==> src/rtl/chained_xor_table_cipher_assert.svh <==
// Assertion macros shared by the cipher RTL.
// Depends on nothing; included by the modules that check their own logic.
`ifndef CHAINED_XOR_TABLE_CIPHER_ASSERT_SVH
`define CHAINED_XOR_TABLE_CIPHER_ASSERT_SVH

// same-cycle implication, checked outside reset
`define CXTC_ASSERT_NOW(lbl, clk, rstn, ante, cons, msg) \
	lbl: assert property (@(posedge clk) disable iff (!rstn) (ante) |-> (cons)) \
		else $error(msg);

// next-cycle implication, checked outside reset
`define CXTC_ASSERT_NEXT(lbl, clk, rstn, ante, cons, msg) \
	lbl: assert property (@(posedge clk) disable iff (!rstn) (ante) |=> (cons)) \
		else $error(msg);

`endif

==> src/rtl/cxtc_pkg.sv <==
// Shared constants, types and generator arithmetic for the chained XOR table cipher.
// Depends on nothing.
package cxtc_pkg;

	localparam int TABLE_DEPTH = 512;
	localparam int BANK_DEPTH  = TABLE_DEPTH / 2;
	localparam int BANK_AW     = (BANK_DEPTH > 1) ? $clog2(BANK_DEPTH) : 1;
	localparam int KEY_AW      = BANK_AW + 1;
	localparam int CNT_W       = $clog2(TABLE_DEPTH + 1);

	localparam int SEED_W   = 31;
	localparam int CFG_IDX_W = 1;
	localparam int CFG_DATA_W = SEED_W;

	localparam logic [CFG_IDX_W-1:0] CFG_KEY_SEED     = 1'b0;
	localparam logic [CFG_IDX_W-1:0] CFG_DECRYPT_MODE = 1'b1;

	localparam logic [14:0]       PM_MULT      = 15'd16807;
	localparam logic [SEED_W-1:0] PM_MOD       = 31'h7FFF_FFFF;
	localparam logic [SEED_W-1:0] DEFAULT_SEED = 31'd666666;

	typedef struct packed {
		logic               en;
		logic               bank;
		logic [BANK_AW-1:0] addr;
		logic [7:0]         data;
	} key_wr_t;

	// seed mod (2^31-1), zero taken as one
	function automatic logic [SEED_W-1:0] norm_seed(input logic [SEED_W-1:0] s);
		return ((s == '0) || (s == PM_MOD)) ? SEED_W'(1) : s;
	endfunction

	// s*16807 mod (2^31-1), folded on the Mersenne modulus
	function automatic logic [SEED_W-1:0] pm_next(input logic [SEED_W-1:0] s);
		logic [45:0] p;
		logic [31:0] t;
		logic [31:0] u;
		p = 46'(s) * 46'(PM_MULT);
		t = 32'(p[30:0]) + 32'(p[45:31]);
		u = t - 32'(PM_MOD);
		return (t >= 32'(PM_MOD)) ? u[SEED_W-1:0] : t[SEED_W-1:0];
	endfunction

endpackage

==> src/rtl/cxtc_key_ram.sv <==
// Key table split into even and odd banks, one synchronous read port each.
// Depends on cxtc_pkg; written by the key generator.
module cxtc_key_ram (
	input  logic                         clk,
	input  cxtc_pkg::key_wr_t            wr,
	input  logic                         rd_en,
	input  logic [cxtc_pkg::BANK_AW-1:0] rd_addr,
	output logic [7:0]                   even_q,
	output logic [7:0]                   odd_q
);

	logic [7:0] mem_even [cxtc_pkg::BANK_DEPTH];
	logic [7:0] mem_odd  [cxtc_pkg::BANK_DEPTH];

	always_ff @(posedge clk) begin
		if (wr.en && !wr.bank) begin
			mem_even[wr.addr] <= wr.data;
		end
		if (rd_en) begin
			even_q <= mem_even[rd_addr];
		end
	end

	always_ff @(posedge clk) begin
		if (wr.en && wr.bank) begin
			mem_odd[wr.addr] <= wr.data;
		end
		if (rd_en) begin
			odd_q <= mem_odd[rd_addr];
		end
	end

endmodule

==> config.mk <==
export PLATFORM = sky130hd
export DESIGN_NAME = cxtc_key_ram
export DESIGN_NICKNAME = d
export VERILOG_FILES = /design/src/rtl/chained_xor_table_cipher_assert.svh /design/src/rtl/cxtc_pkg.sv /design/src/rtl/cxtc_key_ram.sv
export SDC_FILE = /design/constraint.sdc
export NUM_CORES = 2
export LEC_CHECK = 0
export BUFFER_PORTS_ARGS = -buffer_cell sky130_fd_sc_hd__buf_2
export CORE_MARGIN = 2
export CORE_UTILIZATION = 40
export CTS_CLUSTER_SIZE = 14
export DETAILED_ROUTE_END_ITERATION = 16
export PLACE_DENSITY = 0.6
export SYNTH_ARGS = -nofsm -noshare
export SYNTH_HDL_FRONTEND = slang
export SYNTH_SLANG_ARGS = --single-unit
==> constraint.sdc <==
create_clock -name clk -period 5.9 [get_ports clk]
set_clock_uncertainty 0.05 [all_clocks]
set_input_delay 0.59 -clock clk [delete_from_list [all_inputs] [get_ports clk]]
set_output_delay 0.59 -clock clk [all_outputs]
set_load 0.05 [all_outputs]
==> impl_metrics.ini <==
[timing]
worst_case_headroom_to_the_max_slew_limit_pct = 12.3
finalSetupViolCount = 0
timing.final.crit_period_ps = 4310
maxClockFrequency_mhz = 232
worst_slew_pin_slew_ps = 1310
hold_viol = 0
slew_violations = 0
final.period_utilization_pct = 73.0
totalNegativeSetupSlack_ps = 0
unrepaired_setup_endpoints_after_global_routing = false

[global_route]
grt_pass1_vias = 78400
grt-ovfl-total = 0
grt_antenna_before_repair = 26
grt.total_usage_pct = 20.2
grt_pass1_wl_um = 588000
maximum_number_of_pins_on_one_net_before_global_route_repair = 185

[floorplanning]
width_of_the_die_um = 634
floorplan.die.height_um = 634
core_region_um2 = 396000
initial_utilization_pct = 40.2
pin_count = 44
fp.dieArea_um2 = 402000
rows = 231

[pwr]
p_leak_nw = 55.0
vdd_drop_max_uv = 265
powerDensity_nw_per_um2 = 342

[run_status]
status = completed

[cts]
h-tree-depth = 5
cts_repair_resize_count = 0
clock_sinks = 4112
clock_latency_ps = 960
cts_root_buffer = sky130_fd_sc_hd__clkbuf_16
cts_tree = built
number_of_buffers_created_by_cts = 406
maximum_buffer_depth_of_the_clock_tree = 4
clk_pin_slew_worst_paths_ps = 60

[hold_path]
holdCritPathClass = primary input to register

[placement]
placedInstanceArea_um2 = 165000
gp_congestion = 0.841
placement.io_buffers = 43
dp_hpwl_um = 245000

[routing]
dr.pass1.iters = 6
avgRoutedWirePerCell_um = 31.2
final_antenna_net_count = 0
route.final.wire_length_um = 413000
routed-via-count = 78500
viasPerCell = 5.93
first_iter_violations = 10400
drt_drc_violations_left = 0

[critical_path]
crit_path_max_fanout = 60
cp-start-kind = primary input
critical_path_class = primary input to register
setup.worst_path.end_class = register
crit_arrival_ps = 5090
max_stage_delay_ps = 910
worst_ep_required_time_ps = 6680
slowest_stage = sky130_fd_sc_hd__nor3_1
path_cells = buf_8 -> nand2b_4 -> buf_4 -> o221ai_1 -> a21oi_1 -> nor4_1 -> nand4_1 -> nor3_1 -> and3_1

[synthesis]
netlist.area_leader.share_pct = 77.7
synthesis.area_per_instance_um2 = 21.2
synth.distinct_cells = 52
synth_seq_cells = 4112
syn-instance-count = 7511
yosysWarningCount = 0
share_of_synthesized_registers_carrying_an_async_set_or_reset_pct = 0
synth_fp_nets = 7539
ys.flop_type = sky130_fd_sc_hd__edfxtp_1
edff_count_synth = 4112
mappedNetlistArea_um2 = 159000
synth_top_cells_by_area = sky130_fd_sc_hd__edfxtp_1, sky130_fd_sc_hd__mux4_2, sky130_fd_sc_hd__mux2i_1
synth_area_leader_cell = sky130_fd_sc_hd__edfxtp_1
synth_sequential_area_ratio_pct = 77.7

[layout]
finish.net_count = 7679
fillers = 32600
finish.utilization_pct = 45.1
register_area_um2 = 123000
final_area_um2 = 179000
area_delta_synth_final_pct = 12.3
fraction_of_layout_instances_using_a_drive_strength_above_1_pct = 20.6
multi_input_comb_area_um2 = 32800

[flow_run]
maxCapViolations = 0
-- worst paths after layout --
path,cells after the start,start,slack [ps],endpoint
worst max-delay path,9,rd_addr[1],1590,odd_q[6]$_DFFE_PP_
worst min-delay path,1,wr[4],40,mem_odd[44][4]$_DFFE_PP_
worst max register to register,6,mem_even[152][3]$_DFFE_PP_,2350,even_q[3]$_DFFE_PP_
worst min register to register,5,mem_odd[8][2]$_DFFE_PP_,1020,odd_q[2]$_DFFE_PP_
-- cells in the mapped netlist (16+ instances only) --
cell type,count
sky130_fd_sc_hd__or4_1,23
sky130_fd_sc_hd__nand4_1,17
sky130_fd_sc_hd__nor3_1,42
sky130_fd_sc_hd__a21oi_1,186
sky130_fd_sc_hd__a22oi_1,193
sky130_fd_sc_hd__nor2_1,531
sky130_fd_sc_hd__o21ai_0,33
sky130_fd_sc_hd__mux4_2,813
sky130_fd_sc_hd__mux2i_1,494
sky130_fd_sc_hd__edfxtp_1,4112
sky130_fd_sc_hd__buf_2,64
sky130_fd_sc_hd__nand2_1,40
sky130_fd_sc_hd__and3_1,20
sky130_fd_sc_hd__nand3_1,16
sky130_fd_sc_hd__buf_4,48
sky130_fd_sc_hd__buf_6,63
sky130_fd_sc_hd__a22o_1,16
sky130_fd_sc_hd__a211oi_1,20
sky130_fd_sc_hd__o221ai_1,238
sky130_fd_sc_hd__o22ai_1,99
sky130_fd_sc_hd__clkbuf_1,257
sky130_fd_sc_hd__o211ai_1,30
sky130_fd_sc_hd__buf_1,37
-- worst max-delay path: cells and delay by family --
family	cells	cell delay, ps
AO/OA/AOI/OAI	2	480
buffers and inverters	2	840
AND/OR/NAND/NOR	5	2910
-- state kept, by name, summed over array words and instances (netlist names) --
signal and cells:
even_q 8, mem_even 2048, mem_odd 2048, odd_q 8
-- power breakdown --
group / leakage (nW) / switching [W] / total, W / internal [W]
registers: 37.0 / 0.0000358 / 0.0322 / 0.0322
logic: 11.5 / 0.00198 / 0.00291 / 0.000927
clock network: 6.49 / 0.0109 / 0.0259 / 0.0150
-- repair_timing --
action / CTS / global route
hold endpoints to repair: 41 / 0
hold buffers: 1 / 0
buffers inserted: 0 / 0
-- cells in the final DEF (no fill, tap or decap), drive strengths merged, types with 2 or more instances in the layout --
master       n
edfxtp    4112
mux4       813
nor2       531
mux2i      494
clkbuf     494
o221ai     242
buf        217
a22oi      193
a21oi      186
clkinv     180
o22ai       99
bufinv      48
nor3        44
nand2       40
o21ai       33
o211ai      30
or4         23
and3        20
a211oi      20
diode       17
nand4       17
a22o        16
nand3       16
nor4        15
nor2b       15
a221oi      14
inv         10
clkinvlp     9
o31ai        7
a211o        7
nand2b       6
or3          4
o32ai        4
a2111oi      4
o21a         3
a31o         3
nand3b       2
and2         2
-- stage by stage --
step | instances | hold slack, ps | total power [W] | setup WS, ps
floorplan | 7511 | 639 | 0.0344 | 2970
global placement | 12500 | 984 | 0.0357 | 789
detailed placement | 12500 | 980 | 0.0358 | 751
CTS | 13200 | 10.1 | 0.0614 | 1790
global route | 13200 | 34.2 | 0.0626 | 1560
finish | 13200 | 43.0 | 0.0611 | 1590
-- layout make-up --
class                   instances  area share [%]
repair buffers                218            1.31
multi-input cells            2911            18.4
flip-flops and latches       4112            69.2
well taps                    5242            3.67
clock inverters               245            1.41
inverters                       2         0.00981
diodes                         17          0.0238
clock buffers                 494            6.01
-- metal layers --
metal / track usage [%] / up-vias / part of all wire (%)
li1: - / 32000 / -
met3: 3.50 / 662 / 8.1
met2: 32.7 / 3670 / 48
met1: 28.2 / 42100 / 40
met5: 0 / - / 0.010
met4: 6.22 / 6 / 3.1
-- cells by family after synthesis --
family / count (synthesis) / synth area share (%)
compound gates: 863 / 3.90
buf+inv: 488 / 1.76
flops: 4112 / 77.7
mux: 1307 / 14.6
simple gates: 741 / 2.01
(Power assumes the default switching activity.)
