==> config.mk <==
export PLATFORM = sky130hd
export DESIGN_NAME = cxtc_keygen
export DESIGN_NICKNAME = d
export VERILOG_FILES = /design/src/rtl/cxtc_pkg.sv /design/src/rtl/cxtc_keygen.sv
export VERILOG_INCLUDE_DIRS = /design/src /design/src/rtl
export SDC_FILE = /design/constraint.sdc
export NUM_CORES = 1
export LEC_CHECK = 0
export BUFFER_PORTS_ARGS = -buffer_cell sky130_fd_sc_hd__buf_4
export CORE_MARGIN = 2
export CORE_UTILIZATION = 61
export DETAILED_ROUTE_END_ITERATION = 10
export PLACE_DENSITY = 0.79
export SYNTH_ARGS = -nofsm -noshare
export SYNTH_HDL_FRONTEND = slang
export SYNTH_SLANG_ARGS = --single-unit
==> constraint.sdc <==
create_clock -name clk -period 11.1 [get_ports clk]
set_clock_uncertainty 0.15 [all_clocks]
set_input_delay 0.555 -clock clk [delete_from_list [all_inputs] [get_ports clk]]
set_output_delay 0.555 -clock clk [all_outputs]
set_load 0.02 [all_outputs]
==> src/rtl/chained_xor_table_cipher_assert.svh <==
// Assertion macros shared by the cipher RTL.
// Depends on nothing; included by the modules that check their own logic.
`ifndef CHAINED_XOR_TABLE_CIPHER_ASSERT_SVH
`define CHAINED_XOR_TABLE_CIPHER_ASSERT_SVH

// same-cycle implication, checked outside reset
`define CXTC_ASSERT_NOW(lbl, clk, rstn, ante, cons, msg) \
	lbl: assert property (@(posedge clk) disable iff (!rstn) (ante) |-> (cons)) \
		else $error(msg);

// next-cycle implication, checked outside reset
`define CXTC_ASSERT_NEXT(lbl, clk, rstn, ante, cons, msg) \
	lbl: assert property (@(posedge clk) disable iff (!rstn) (ante) |=> (cons)) \
		else $error(msg);

`endif

==> src/rtl/cxtc_pkg.sv <==
// Shared constants, types and generator arithmetic for the chained XOR table cipher.
// Depends on nothing.
package cxtc_pkg;

	localparam int TABLE_DEPTH = 512;
	localparam int BANK_DEPTH  = TABLE_DEPTH / 2;
	localparam int BANK_AW     = (BANK_DEPTH > 1) ? $clog2(BANK_DEPTH) : 1;
	localparam int KEY_AW      = BANK_AW + 1;
	localparam int CNT_W       = $clog2(TABLE_DEPTH + 1);

	localparam int SEED_W   = 31;
	localparam int CFG_IDX_W = 1;
	localparam int CFG_DATA_W = SEED_W;

	localparam logic [CFG_IDX_W-1:0] CFG_KEY_SEED     = 1'b0;
	localparam logic [CFG_IDX_W-1:0] CFG_DECRYPT_MODE = 1'b1;

	localparam logic [14:0]       PM_MULT      = 15'd16807;
	localparam logic [SEED_W-1:0] PM_MOD       = 31'h7FFF_FFFF;
	localparam logic [SEED_W-1:0] DEFAULT_SEED = 31'd666666;

	typedef struct packed {
		logic               en;
		logic               bank;
		logic [BANK_AW-1:0] addr;
		logic [7:0]         data;
	} key_wr_t;

	// seed mod (2^31-1), zero taken as one
	function automatic logic [SEED_W-1:0] norm_seed(input logic [SEED_W-1:0] s);
		return ((s == '0) || (s == PM_MOD)) ? SEED_W'(1) : s;
	endfunction

	// s*16807 mod (2^31-1), folded on the Mersenne modulus
	function automatic logic [SEED_W-1:0] pm_next(input logic [SEED_W-1:0] s);
		logic [45:0] p;
		logic [31:0] t;
		logic [31:0] u;
		p = 46'(s) * 46'(PM_MULT);
		t = 32'(p[30:0]) + 32'(p[45:31]);
		u = t - 32'(PM_MOD);
		return (t >= 32'(PM_MOD)) ? u[SEED_W-1:0] : t[SEED_W-1:0];
	endfunction

endpackage

==> src/rtl/cxtc_keygen.sv <==
// Park-Miller sequencer that fills the key table, one entry per cycle.
// Depends on cxtc_pkg and the assertion macro header.
`include "chained_xor_table_cipher_assert.svh"

module cxtc_keygen (
	input  logic                        clk,
	input  logic                        arst_n,
	input  logic                        seed_wr,
	input  logic [cxtc_pkg::SEED_W-1:0] seed_val,
	output cxtc_pkg::key_wr_t           wr,
	output logic                        busy
);

	logic [cxtc_pkg::SEED_W-1:0] gen_q;
	logic [cxtc_pkg::CNT_W-1:0]  cnt_q;
	logic [cxtc_pkg::SEED_W-1:0] gen_next;

	assign gen_next = cxtc_pkg::pm_next(gen_q);
	assign busy     = (cnt_q != cxtc_pkg::CNT_W'(cxtc_pkg::TABLE_DEPTH));

	always_comb begin
		wr.en   = busy;
		wr.bank = cnt_q[0];
		wr.addr = cnt_q[cxtc_pkg::KEY_AW-1:1];
		wr.data = gen_next[cxtc_pkg::SEED_W-1:cxtc_pkg::SEED_W-8];
	end

	always_ff @(posedge clk or negedge arst_n) begin
		if (!arst_n) begin
			gen_q <= cxtc_pkg::norm_seed(cxtc_pkg::DEFAULT_SEED);
			cnt_q <= '0;
		end else if (seed_wr) begin
			gen_q <= cxtc_pkg::norm_seed(seed_val);
			cnt_q <= '0;
		end else if (busy) begin
			gen_q <= gen_next;
			cnt_q <= cnt_q + cxtc_pkg::CNT_W'(1);
		end
	end

	`CXTC_ASSERT_NOW(a_gen_nonzero, clk, arst_n, busy, gen_q != '0, "generator state hit zero")
	`CXTC_ASSERT_NEXT(a_refill, clk, arst_n, seed_wr, cnt_q == '0, "seed write did not restart fill")
	`CXTC_ASSERT_NEXT(a_done_holds, clk, arst_n, !busy && !seed_wr, !busy, "fill restarted unasked")

endmodule

==> impl_metrics.env, run 1 <==
export IMPL_die_w_um=142
export IMPL_yosys_warnings=0
export IMPL_drc=0
export IMPL_cts_buffer_depth=2
export IMPL_dp_hpwl_mm=28.4
export IMPL_core_area_mm2=0.0188
export IMPL_final_setup_tns_ps=0
export IMPL_grt_overflow=0
export IMPL_synthCells=1344
export IMPL_crit_path_end="wr[4]"
export IMPL_post_drt_wl_per_cell_um=20.2
export IMPL_crit_type="flip-flop to output port"
export IMPL_ctsHoldBuffers=0
export IMPL_fillers=1489
export IMPL_crit_path_max_incr_delay_ps=560
export IMPL_die_y_um=142
export IMPL_dr_pass1_iters=6
export IMPL_synth_edf_count=0
export IMPL_grt_pass1_wl_mm=53.0
export IMPL_viasPerCell=6.09
export IMPL_synth_top_area_share_pct=22.9
export IMPL_fin_nets=1815
export IMPL_ys_types=92
export IMPL_fin_crit_sh_pct=97.5
export IMPL_cp_max_fo=7
export IMPL_crit_slowest_cell="dfstp_2"
export IMPL_final_cell_area_mm2=0.0132
export IMPL_grt_max_degree=42
export IMPL_slew_limit_headroom_pct=33.3
export IMPL_area_growth_pct=12.7
export IMPL_num_vias=10224
export IMPL_antenna_left=0
export IMPL_antenna_found_initial=1
export IMPL_cp_common_cell="inv_1"
export IMPL_place_ws_ps=-106
export IMPL_gr_usage_all_layers_pct=34.1
export IMPL_startpoint="gen_q[11]"
export IMPL_status="finished, final reports clean"
export IMPL_drt_iter0_markers=808
export IMPL_clk_latency_ps=310
export IMPL_clockRootBuffer="clkbuf_16"
export IMPL_cts_made_buffers=5
export IMPL_dieArea_mm2=0.0203
export IMPL_numClockSinks=41
export IMPL_r2r_end="gen_q[14]"
export IMPL_htree_levels=2
export IMPL_drv_cap=0
export IMPL_cp_end_kind="output port"
export IMPL_routed_wl_mm=34.0
export IMPL_place_area_mm2=0.0126
export IMPL_gp_congestion=1.00
export IMPL_yosysTopAreaCell="fa_1"
export IMPL_drv_slew=0
export IMPL_r2r_setup_slack_ps=630
export IMPL_timing_final_ws_setup_ps=274
export IMPL_worst_slew_pin_slew_ps=999
export IMPL_cts_tree="yes"
export IMPL_first_global_vias=10097
export IMPL_start_util_pct=62.3
export IMPL_clk_pin_slew_worst_paths_ps=70
export IMPL_syn_area_per_cell_um2=8.70
export IMPL_setup_viol_count_final=0
export IMPL_crit_path_start_kind="flip-flop"
export IMPL_fmax_ghz=0.0924
export IMPL_synthFlopType="dfrtp_1"
export IMPL_synthTopCellsByArea="fa_1, ha_1, inv_1"
export IMPL_rows=50
export IMPL_synth_async_reset_ratio_pct=100
export IMPL_r2r_start="gen_q[11]"
export IMPL_seq_area_frac_synth_pct=8.86
export IMPL_arrival_ps=10120
export IMPL_timing_hold_ws_ps=120
export IMPL_crit_required_ps=10400
export IMPL_drive_above_1_share_pct=15.9
export IMPL_worstRegToRegCells=42
export IMPL_ios=53
export IMPL_ys_seq_elements=41
export IMPL_period_minus_slack_ps=10830
export IMPL_hp_class="input port to asynchronous set/reset pin"
export IMPL_finalHoldViolCount=0
export IMPL_syn_area_mm2=0.0117
export IMPL_io_buffers=52
export IMPL_synthesis_nets=1717
==> synthesized netlist by cell type, types with 14 or more instances <==
cell,number
xnor2_1,48
a21o_1,18
inv_1,283
nor2_1,55
fa_1,134
o21ai_0,53
ha_1,205
nand3_1,28
nand4_1,25
xor2_1,25
a22oi_1,17
and3_1,19
nand2_1,66
dfrtp_1,33
a21oi_1,56
nor4_1,19
nor3_1,19
and2_1,14
==> critical path: cells and delay by family (launching register included) <==
| family | cells | cell delay (ps) |
|---|---|---|
| flip-flops | 1 | 560 |
| AND/OR/NAND/NOR | 7 | 1530 |
| buffers and inverters | 9 | 860 |
| XOR/XNOR | 1 | 150 |
| adder cells (fa/ha/maj) | 8 | 3360 |
| AO/OA/AOI/OAI | 17 | 3320 |
==> state kept, by name, summed over array words and instances (netlist names) <==
register and cells:
gen_q 31, cnt_q 10
==> what timing repair did <==
item                       CTS  global route
resized for setup           16            46
setup endpoints to repair   14            30
pin swaps                    2            13
setup buffers                0            17
==> per-layer routing <==
layer	part of all wire, %	global-route usage (%)
met1	40	43.7
met2	47	56.2
met3	6.9	5.65
met4	5.7	16.4
met5	0	0
==> worst min path at each step <==
stage                     endpoint  cells after the start
final                     cnt_q[5]                      1
after CTS                 cnt_q[5]                      1
after floorplan           cnt_q[0]                      0
after detailed placement  cnt_q[9]                      2
after global routing      cnt_q[3]                      1
after global placement    cnt_q[9]                      2
==> kinds of logic (layout without fill, tap and decap cells) <==
family | count (synthesis) | count (layout) | share of synthesized area [%]
buf+inv | 319 | 418 | 10.7
flops | 41 | 41 | 8.86
mux | 3 | 3 | 0.257
xor+xnor | 73 | 73 | 5.47
simple gates | 306 | 306 | 14.1
fa+ha+maj | 339 | 339 | 44.9
compound gates | 263 | 263 | 15.7
other cells | 0 | 1 | 0
==> metrics by stage <==
step / instances / utilization (%)
after floorplan: 1344 / -
after global placement: 1652 / 67.3
after detailed placement: 1652 / 67.3
after CTS: 1660 / 68.6
after global routing: 1677 / 70.2
final: 1678 / 70.3
==> layout make-up <==
class	count	area, µm²	share of cell area, %
diodes	1	2.50	0.0190
clock buffers	5	125	0.949
clock inverters	3	68.8	0.522
inverters	284	1070	8.08
multi-input cells	984	9650	73.2
flip-flops and latches	41	1040	7.88
well taps	234	293	2.22
repair buffers	126	946	7.17
==> placed cells by master, fill, tap and decap left out, types with 9 or more instances in the layout <==
master	count
fa_1	134
nand3_1	27
inv_1	281
nor3_1	16
o21ai_1	9
a22oi_1	17
o21a_1	11
dfrtp_1	31
a21o_1	18
nor2b_1	9
xnor2_1	47
ha_1	201
a21oi_1	48
xor2_1	25
nand4_1	25
nor2_1	50
nand2_1	65
o21ai_0	47
buf_4	126
nor4_1	13
and3_1	19
and2_1	14
Power of run 1 is left out: the tool's default activity adds up to more than one toggle a clock period on the data nets, which glitch-free logic cannot reach.
==> run 2, diff against run 1 <==
- ABC_AREA: unset -> 1
==> impl_metrics.env, run 2 <==
export IMPL_status="finished, final reports clean"
export IMPL_fin_crit_sh_pct=93.0
export IMPL_gp_congestion=1.07
export IMPL_rows=53
export IMPL_yosysTopAreaCell="fa_1"
export IMPL_viasPerCell=5.54
export IMPL_crit_required_ps=10400
export IMPL_die_w_um=150
export IMPL_arrival_ps=9610
export IMPL_dr_pass1_iters=6
export IMPL_top_register="gen_q"
export IMPL_routed_wl_mm=41.0
export IMPL_crit_path_max_incr_delay_ps=570
export IMPL_crit_buf_inv=9
export IMPL_ys_seq_elements=41
export IMPL_synth_async_reset_ratio_pct=100
export IMPL_post_drt_wl_per_cell_um=19.1
export IMPL_slew_limit_headroom_pct=45.2
export IMPL_yosys_warnings=0
export IMPL_gr_usage_all_layers_pct=37.4
export IMPL_ys_types=50
export IMPL_rsz0062_at_grt="no"
export IMPL_final_common_cell="inv_1"
export IMPL_seq_area_frac_synth_pct=7.97
export IMPL_start_util_pct=62.0
export IMPL_fillers=1920
export IMPL_synth_edf_count=0
export IMPL_core_area_mm2=0.0210
export IMPL_synthFlopType="dfrtp_1"
export IMPL_synth_common_cells="inv_1, nand2_1, ha_1"
export IMPL_syn_area_per_cell_um2=7.12
export IMPL_cp_common_cell="nand2_1"
export IMPL_dp_hpwl_mm=36.0
export IMPL_antenna_left=0
export IMPL_reg_top3="gen_q: 31 flops, cnt_q: 10 flops"
export IMPL_final_cell_mix="inv_1, nand2_1, ha_1, fa_1, nor2_1"
export IMPL_drv_slew=0
export IMPL_die_y_um=150
export IMPL_crit_type="flip-flop to output port"
export IMPL_drc=0
export IMPL_yosys_cell_count_top_type="inv_1"
export IMPL_synthesis_nets=2200
export IMPL_cts_setup_buffers=0
export IMPL_critPathTopFamily="adder cells"
export IMPL_io_buffers=52
export IMPL_synthCells=1827
export IMPL_grt_overflow=0
export IMPL_ios=53
export IMPL_finalHoldViolCount=0
export IMPL_worst_slew_pin_slew_ps=821
export IMPL_first_global_vias=11919
export IMPL_clockRootBuffer="clkbuf_16"
export IMPL_drt_iter0_markers=1129
export IMPL_largest_reg_flops=31
export IMPL_syn_area_mm2=0.0130
export IMPL_cts_buffer_depth=2
export IMPL_final_setup_tns_ps=0
export IMPL_setup_viol_count_final=0
export IMPL_clk_latency_ps=290
export IMPL_numClockSinks=41
export IMPL_dieArea_mm2=0.0225
export IMPL_fin_nets=2240
export IMPL_hp_class="input port to asynchronous set/reset pin"
export IMPL_htree_levels=2
export IMPL_grt_pass1_wl_mm=63.4
export IMPL_synth_top_area_share_pct=20.6
export IMPL_crit_slowest_cell="dfrtp_1"
export IMPL_cp_end_kind="output port"
export IMPL_drv_cap=0
export IMPL_cts_made_buffers=5
export IMPL_fmax_ghz=0.0969
export IMPL_period_minus_slack_ps=10320
export IMPL_clk_pin_slew_worst_paths_ps=60
export IMPL_drive_above_1_share_pct=10.9
export IMPL_antenna_found_initial=2
export IMPL_num_vias=11886
export IMPL_area_growth_pct=5.94
export IMPL_cp_max_fo=6
export IMPL_crit_path_start_kind="flip-flop"
export IMPL_grt_max_degree=54
export IMPL_cts_tree="yes"
export IMPL_synthTopCellsByArea="fa_1, ha_1, inv_1"
## run 2: changes by cell type after synthesis, sizes merged, moves of 17 or more
| cell | before | now |
|---|---|---|
| a22oi | 17 | 0 |
| nor2 | 55 | 129 |
| o21ai | 65 | 33 |
| nand2 | 68 | 458 |
| nand3 | 30 | 103 |
| and3 | 19 | 2 |
| inv | 283 | 477 |
| xnor2 | 48 | 8 |
## run 2: per-layer routing
layer	wire, µm	vias up	global-route usage (%)	share of wire [%]
li1	-	5695	-	-
met1	16400	5551	47.5	40
met2	19100	514	61.8	47
met3	3320	126	7.32	8.1
met4	2150	0	16.6	5.3
met5	0	-	0	0
## run 2: worst paths after layout
path                         startpoint  cells past startpoint  slack, ps        end
max reg2reg                   gen_q[21]                     49       1390  gen_q[13]
min                              arst_n                      1        100  gen_q[16]
min in group clk           seed_val[26]                      3        390  gen_q[26]
max                           gen_q[21]                     49        780      wr[6]
min reg2reg                   gen_q[17]                      2        420  gen_q[17]
max in group asynchronous        arst_n                      1      10310   gen_q[5]
## run 2: stage by stage
stage / hold WS, ps / std cells / setup slack, ps / util (%) / area (µm²)
after floorplan: 109 / 1827 / 2640 / - / 13000
after global placement: 387 / 2135 / 1350 / 65.0 / 13600
after detailed placement: 397 / 2135 / 1140 / 65.0 / 13600
after CTS: 111 / 2143 / 801 / 65.7 / 13800
after global routing: 135 / 2143 / 35.4 / 65.7 / 13800
final: 100 / 2145 / 780 / 65.7 / 13800
## run 2: cell families (layout without fill, tap and decap cells)
kind of cell	count (synthesis)	after routing	synth area share (%)
xor+xnor	36	36	2.43
simple gates	771	771	28.2
compound gates	137	137	6.15
fa+ha+maj	339	339	40.4
flops	41	41	7.97
other cells	0	2	0
buf+inv	503	544	14.9
## run 2: repair_timing
item | CTS | global route
gates resized for setup | 0 | 1
setup endpoints to repair | 0 | 7
hold buffers | 0 | 0
## run 2: final cells by class
cell class / count / area [µm²] / area share, %
Clock buffer: 5 / 125 / 0.908
Antenna cell: 2 / 5.00 / 0.0363
Sequential cell: 41 / 1040 / 7.52
Multi-Input combinational cell: 1283 / 10000 / 72.8
Inverter: 482 / 1810 / 13.1
Timing Repair Buffer: 54 / 405 / 2.94
Clock inverter: 3 / 21.3 / 0.154
Tap cell: 275 / 344 / 2.50
Power of run 2 is left out for the same reason.
